## src/design/fcce_pkg.sv

```systemverilog
`default_nettype none
package fcce_pkg;

    localparam int NUM_TAPS   = 7;
    localparam int HALF_WIN   = NUM_TAPS / 2;
    localparam int HIST_DEPTH = 2 * HALF_WIN;
    localparam int SAT_COUNT  = HALF_WIN + 1;

    localparam int SMP_W  = 16;
    localparam int COEF_W = 16;
    localparam int PROD_W = SMP_W + COEF_W;
    localparam int SUM_W  = 34;
    localparam int CNT_W  = 3;
    localparam int ADDR_W = 3;
    localparam int FK_W   = 2;

    localparam logic [CNT_W-1:0] HALF_CNT = CNT_W'(HALF_WIN);
    localparam logic [CNT_W-1:0] SAT_CNT  = CNT_W'(SAT_COUNT);
    localparam logic [FK_W-1:0]  LAST_FK  = FK_W'(HALF_WIN);

    localparam logic [NUM_TAPS-1:0][COEF_W-1:0] COEF_RESET = {
        16'sd1966, 16'sd1999, 16'sd7930, 16'sd12550, 16'sd7930, 16'sd1999, 16'sd1966
    };

    // One window of samples headed for the MAC: smp[0] oldest, smp[6] newest.
    typedef struct packed {
        logic                              valid;
        logic                              last;
        logic [NUM_TAPS-1:0][SMP_W-1:0]    smp;
    } t_win;

    typedef struct packed {
        logic flush;
    } t_stat;

endpackage
`default_nettype wire

```

## src/design/fcce_window.sv

```systemverilog
`default_nettype none
module fcce_window
    import fcce_pkg::*;
(
    input  wire logic             i_clk,
    input  wire logic             i_rst_n,
    input  wire logic             i_valid,
    input  wire logic [SMP_W-1:0] i_sample,
    input  wire logic             i_final,
    output logic                  o_ready,
    input  wire logic             i_take,
    output t_win                  o_win,
    output t_stat                 o_stat
);

    logic [HIST_DEPTH-1:0][SMP_W-1:0] r_hist, n_hist;
    logic [CNT_W-1:0]                 r_cnt, n_cnt;
    logic                             r_flush, n_flush;
    logic [FK_W-1:0]                  r_fk, n_fk;
    logic [SMP_W-1:0]                 r_fx, n_fx;
    logic [CNT_W-1:0]                 r_fc, n_fc;
    t_win                             r_s1, n_s1;

    logic                             s1_free;
    logic                             acc;
    logic [HIST_DEPTH-1:0][SMP_W-1:0] hist_eff;
    logic [CNT_W-1:0]                 flush_pos;

    assign s1_free   = !r_s1.valid || i_take;
    assign o_ready   = s1_free && !r_flush;
    assign acc       = i_valid && o_ready;
    assign flush_pos = r_fc + {{(CNT_W-FK_W){1'b0}}, r_fk};

    // first sample of a run stands in for everything before it
    always_comb begin
        for (int k = 0; k < HIST_DEPTH; k++) begin
            hist_eff[k] = (r_cnt == '0) ? i_sample : r_hist[k];
        end
    end

    always_comb begin
        n_hist  = r_hist;
        n_cnt   = r_cnt;
        n_flush = r_flush;
        n_fk    = r_fk;
        n_fx    = r_fx;
        n_fc    = r_fc;
        n_s1    = r_s1;
        if (s1_free) begin
            n_s1.valid = 1'b0;
        end
        if (acc) begin
            n_s1.valid = (r_cnt >= HALF_CNT);
            n_s1.last  = 1'b0;
            n_s1.smp   = {i_sample, hist_eff};
            n_hist     = {i_sample, hist_eff[HIST_DEPTH-1:1]};
            if (i_final) begin
                n_flush = 1'b1;
                n_fk    = FK_W'(1);
                n_fx    = i_sample;
                n_fc    = r_cnt;
                n_cnt   = '0;
            end else if (r_cnt < SAT_CNT) begin
                n_cnt = r_cnt + CNT_W'(1);
            end
        end else if (r_flush && s1_free) begin
            // tail: keep repeating the final sample past the end
            n_s1.valid = (flush_pos >= HALF_CNT);
            n_s1.last  = (r_fk == LAST_FK);
            n_s1.smp   = {r_fx, r_hist};
            n_hist     = {r_fx, r_hist[HIST_DEPTH-1:1]};
            if (r_fk == LAST_FK) begin
                n_flush = 1'b0;
            end else begin
                n_fk = r_fk + FK_W'(1);
            end
        end
    end

    always_ff @(posedge i_clk) begin
        if (!i_rst_n) begin
            r_hist   <= '0;
            r_cnt    <= '0;
            r_flush  <= 1'b0;
            r_fk     <= '0;
            r_s1.valid <= 1'b0;
        end else begin
            r_hist   <= n_hist;
            r_cnt    <= n_cnt;
            r_flush  <= n_flush;
            r_fk     <= n_fk;
            r_s1.valid <= n_s1.valid;
        end
    end

    always_ff @(posedge i_clk) begin
        r_fx      <= n_fx;
        r_fc      <= n_fc;
        r_s1.last <= n_s1.last;
        r_s1.smp  <= n_s1.smp;
    end

    assign o_win        = r_s1;
    assign o_stat.flush = r_flush;

endmodule
`default_nettype wire

```

## config.mk

```make
export PLATFORM = sky130hd
export DESIGN_NAME = fcce_window
export DESIGN_NICKNAME = d
export VERILOG_FILES = /design/src/design/fcce_pkg.sv /design/src/design/fcce_window.sv
export SDC_FILE = /design/constraint.sdc
export NUM_CORES = 1
export LEC_CHECK = 0
export ABC_AREA = 1
export ABC_CLOCK_PERIOD_IN_PS = 3900
export BUFFER_PORTS_ARGS = -buffer_cell sky130_fd_sc_hd__buf_2
export CAP_MARGIN = 20
export CORE_ASPECT_RATIO = 1.5
export CORE_UTILIZATION = 48
export CTS_BUF_LIST = sky130_fd_sc_hd__clkbuf_2 sky130_fd_sc_hd__clkbuf_4 sky130_fd_sc_hd__clkbuf_8
export DETAILED_ROUTE_END_ITERATION = 10
export PLACE_DENSITY = 0.68
export REMOVE_ABC_BUFFERS = 1
export SLEW_MARGIN = 30
export SYNTH_ARGS = -nofsm -noshare
export SYNTH_HDL_FRONTEND = slang
export SYNTH_SLANG_ARGS = --single-unit
```

## constraint.sdc

```tcl
create_clock -name i_clk -period 3.9 [get_ports i_clk]
set_input_delay 0.195 -clock i_clk [delete_from_list [all_inputs] [get_ports i_clk]]
set_output_delay 0.195 -clock i_clk [all_outputs]
set_load 0.02 [all_outputs]
```

# ---- Word level (Yosys, flattened, before mapping)
# Cells that the tools add are included.
dict set report totals {
  mem_count 0
  rom_bits 0
  regBits 235
  ramBits 0
  inputBits 21
  latch_bits 0
}
dict set report classes {
  reduce_logical 15
  n_shift 0
  order_cmp 3
  muxes 21
  multipliers 0
  div_mod_pow 0
  n_bitwise 0
  addsub 3
  n_eq_ne 3
}
# operator n
set ops {}
lappend ops {{2-to-1 mux 114 bit} 2}
lappend ops {{2-to-1 mux 96 bit} 2}
lappend ops {{2-to-1 mux 16 bit} 6}
lappend ops {{2-to-1 mux 2 bit} 4}
lappend ops {{greater-or-equal comparator 3 x 2 -> 1 bit (second input constant)} 2}
lappend ops {{2-to-1 mux 3 bit} 2}
lappend ops {{AND reduction 3 bit} 2}
lappend ops {{nonzero test 2 bit} 3}
lappend ops {{2-to-1 mux 1 bit} 5}
lappend ops {{inequality test 2 bit (second input constant)} 2}
lappend ops {{AND reduction 2 bit} 2}
lappend ops {{adder 3 x 1 -> 3 bit (second input constant)} 1}
lappend ops {{adder 3 x 2 -> 3 bit} 1}
lappend ops {{logical AND 1 bit} 3}
lappend ops {{zero test 3 bit} 1}
lappend ops {{less-than comparator 3 bit (second input constant)} 1}
lappend ops {{nonzero test 3 bit} 1}
lappend ops {{adder 2 x 1 -> 2 bit (second input constant)} 1}
lappend ops {{equality test 2 bit (second input constant)} 1}
lappend ops {{zero test 1 bit} 2}
lappend ops {{logical OR 1 bit} 1}

# ---- Longest topological paths before layout
dict set report logic_depth {
  depth_word 6
  depth_mapped 11
}

# ---- Least setup slack after synthesis
# OpenSTA, ideal clock, no wires.
dict set report synth_timing {
  path_kind {register to register}
  from {reg r_flush (netlist: o_stat)}
  to {reg r_s1 (netlist bit o_win[10]) (data pin)}
  path_slack_ns 0.207
  n_path_buf 1
  stages_incl_launch_ff 6
  t_arrival_ns 3.541
  path_cell_list {dfxtp_1 -> o21ai_2 -> inv_1 -> o21ai_2 -> buf_2 -> o21ai_0}
}
# item line
set synth_rtl {}
lappend synth_rtl {{start: declaration} fcce_window.sv:18} ;# logic r_flush, n_flush;
lappend synth_rtl {{start signal: assignment} fcce_window.sv:90} ;# r_flush <= n_flush;
lappend synth_rtl {{end: declaration} fcce_window.sv:22} ;# t_win r_s1, n_s1;

==> reports/summary.log <==
[status] outcome finished, final reports clean
[drt] wire length per cell after detailed routing 14.9 µm
[sta] post-layout min period 2.65 ns
[clocking] # H-tree levels 2
[clocking] Post-CTS Setup Bufs 0
[global_route] met2 track demand over resource 41.7%
[synthesis] most used standard cells in the synthesized netlist 588 x sky130_fd_sc_hd__nand2_1, 131 x sky130_fd_sc_hd__edfxtp_1, 117 x sky130_fd_sc_hd__nand3_1
[global_route] GR met1 Demand/Resource 27.2%
[global_route] Total Routing Usage GR 23.3%
[cells_and_area] antenna diode instance count 0
[synthesis] proportion of synthesized chip area in sequential cells 58.4%
[sta] share of the clock period used by the worst path 67.9%
[die] starting density of the core 48.9%
[die] Row Count 65
[critical_path] worst endpoint required time 4.12 ns
[sta] Max Clock Freq 378 MHz
[power_and_ir_drop] net switching share of the total power 29.2%
[global_route] wire length of the first global-routing pass 40000 µm
[synthesis] fraction of registers with async set/reset 0%
[drt] number of vias after detailed routing 8458
[power_and_ir_drop] clock network fraction of design power 33.0%
[cells_and_area] fill cell count 1947
[die] floorplan core area 21100 µm²
[synthesis] Synth Instances 1243
[synthesis] cell area after synthesis 10300 µm²
[power_and_ir_drop] Logic pwr share 16.8%
[sta] number of max-slew violations in the final report 0
[sta] number of hold-slack violations in the final timing report 0
[clocking] CTS buffer count 35
[drt] detailed-route DRC error count 0
[synthesis] leading area contributor after synthesis sky130_fd_sc_hd__edfxtp_1
[cells_and_area] utilization after layout 56.6%
[job] max cap viols 0
[clocking] clk slew on worst S/H paths 0.07 ns
[power_and_ir_drop] total net switching power 1760 µW
[die] die extent in y 181 µm
[power_and_ir_drop] sequential group share of total power 50.3%
[die] Die Outline Area 22000 µm²
[synthesis] cell with the most instances after synthesis sky130_fd_sc_hd__nand2_1
[sta] worst-case headroom to the max-slew limit 36.1%
[place] worst slack at placement 1.22 ns
[clocking] number of buffers on the longest clock path 3
[cells_and_area] NumNets Final 1406
[critical_path] startpoint types register
[drt] number of design-rule violations left by the first detailed-router iteration 538
[clocking] cell at the root of the clock tree sky130_fd_sc_hd__clkbuf_8
[global_route] global routing usage on met3 3.38%
[place] Port Buffers 136
[synthesis] Post-synth top flop sky130_fd_sc_hd__edfxtp_1
[place] Routability Congestion 0.791
[cells_and_area] signed area change from the synthesized netlist to the final layout 15.9%
[global_route] vias in the first global route 8166
[synthesis] proportion of netlist area held by the largest area contributor 38.2%
[cells_and_area] fraction of final layout cells with drive strength greater than 1 15.2%
[place] Final HPWL DP 14600 µm
[clocking] # clock sinks 235
[power_and_ir_drop] worst voltage drop across the vdd grid 0.000289 V
[global_route] most congested layer reported by global routing met2
[sta] worst clock skew on the final layout 0.0168 ns
[power_and_ir_drop] P_int 4250 µW
[drt] via-per-instance ratio 5.06
[drt] wire length reported by the detailed router 24900 µm
[synthesis] distinct cell type count of the synthesized netlist 25
[synthesis] average cell area after synthesis 8.28 µm²
[drt] Antenna Violating Nets Remaining 0
[power_and_ir_drop] total power per unit cell area 503 nW/µm²
[drt] drt pass-1 iters 5
[die] die boundary width 122 µm
[clocking] post-cts repair resize count 0
[synthesis] Post-synth EDFFs 131
[sta] actual transition at the worst max-transition pin 0.958 ns
[synthesis] register bit total from synthesis 235
[sta] number of endpoints failing setup at the final stage 0
[synthesis] number of warnings printed during yosys synthesis 0
[clocking] number of buffers inserted for hold repair after clock tree synthesis 17
[synthesis] cell types with the largest area share after synthesis sky130_fd_sc_hd__edfxtp_1 38%, sky130_fd_sc_hd__nand2_1 21%, sky130_fd_sc_hd__dfxtp_1 20%
[critical_path] Critical Setup Path Class reg2reg
[sta] post-layout worst setup margin 1.25 ns
[critical_path] crit path capture type register
[global_route] initial antenna violation count 0
[critical_path] CP arrival 2.86 ns
[clocking] worst-skew pair later-pin latency 0.51 ns
[global_route] pin count of the biggest net entering global routing 113
[power_and_ir_drop] Leakage 0.00613 µW
[sta] unrepaired setup endpoints after global routing false
[clocking] CTS tree done
[global_route] total grt overflow 0
[die] number of I/O pins 137
[worst_hold_path] worst min-delay path category in2reg
[critical_path] Worst Path Max Fanout 38
-- power by group through the flow --
| stage | Combinational [µW] | Sequential, µW | Clock, µW |
|---|---|---|---|
| finish | 1010 | 3020 | 1980 |
| floorplan | 455 | 3240 | 0 |
| CTS | 1020 | 3020 | 2020 |
| detailed placement | 1000 | 3070 | 0 |
| global placement | 986 | 3070 | 0 |
| global route | 1120 | 3040 | 2130 |
-- final cells by class --
type                    count  area, µm²  area share, %
multi-input cells         831       3530           29.6
flip-flops and latches    235       6020           50.4
repair buffers            161        931           7.80
clock buffers              54        643           5.39
clock inverters             9       43.8          0.367
well taps                 268        335           2.81
inverters                 115        435           3.65
-- critical path: stages (launching register included) --
cell,delay [ns]
sky130_fd_sc_hd__dfxtp_1,0.33
sky130_fd_sc_hd__inv_2,0.32
sky130_fd_sc_hd__nand2_2,0.55
sky130_fd_sc_hd__o21ai_2,0.96
sky130_fd_sc_hd__o21ai_0,0.21
-- through the flow --
step / TNS (ns) / hold WS [ns] / instance area (µm²) / cells / power, µW
floorplan: -205.45 / 0.293 / 9970 / 1181 / 3700
global placement: 0 / 0.422 / 11100 / 1593 / 4050
detailed placement: 0 / 0.430 / 11100 / 1593 / 4070
CTS: 0 / 0.261 / 11900 / 1673 / 6060
global route: 0 / 0.287 / 11900 / 1673 / 6290
finish: 0 / 0.269 / 11900 / 1673 / 6000
-- routing by layer --
| layer | routed length, µm | part of all wire, % |
|---|---|---|
| met5 | 0 | 0 |
| met2 | 12700 | 51 |
| met1 | 10000 | 40 |
| met3 | 1240 | 5.0 |
| met4 | 944 | 3.8 |
-- registers in the layout (all words and copies together) (netlist names) --
register / cells
r_cnt: 3
r_fk: 2
o_win: 114
r_hist: 96
r_fc: 3
r_fx: 16
o_stat: 1
-- cell usage in the layout (no fill, tap or decap), types with 2 or more instances in the layout --
cell and n:
sky130_fd_sc_hd__nand2_1 588, sky130_fd_sc_hd__buf_2 136, sky130_fd_sc_hd__edfxtp_1 131, sky130_fd_sc_hd__nand3_1 117
sky130_fd_sc_hd__inv_1 111, sky130_fd_sc_hd__dfxtp_1 104, sky130_fd_sc_hd__clkbuf_8 38, sky130_fd_sc_hd__nor2_1 36
sky130_fd_sc_hd__a21oi_1 21, sky130_fd_sc_hd__o21ai_0 19, sky130_fd_sc_hd__nand4_1 18, sky130_fd_sc_hd__o211ai_1 17
sky130_fd_sc_hd__dlygate4sd3_1 17, sky130_fd_sc_hd__clkbuf_4 16, sky130_fd_sc_hd__clkinv_2 5, sky130_fd_sc_hd__ha_1 5
sky130_fd_sc_hd__buf_4 5, sky130_fd_sc_hd__clkinv_1 4, sky130_fd_sc_hd__nand2_2 2, sky130_fd_sc_hd__inv_2 2
sky130_fd_sc_hd__buf_6 2
-- cell families (layout without fill, tap and decap cells) --
kind of cell	Yosys count	after routing	synth area share, %
and+or+nand+nor	765	765	30.0
buffers and inverters	177	339	7.36
AOI/OAI and AO/OA	60	60	3.40
DFF	235	235	58.4
adders and majority gates	6	6	0.802
-- path summary, 6_finish.rpt --
check / cells past startpoint / startpoint / slack [ns] / to
max: 4 / r_cnt[2]$_SDFFE_PN0P_ / 1.25 / o_win[2]$_DFFE_PP_
min: 3 / i_rst_n / 0.27 / r_hist[27]$_SDFFE_PN0P_
max reg2reg: 4 / r_cnt[2]$_SDFFE_PN0P_ / 1.25 / o_win[2]$_DFFE_PP_
min reg2reg: 0 / r_cnt[2]$_SDFFE_PN0P_ / 0.48 / r_fc[2]$_DFFE_PP_
Power figures use the tool's default switching activity.
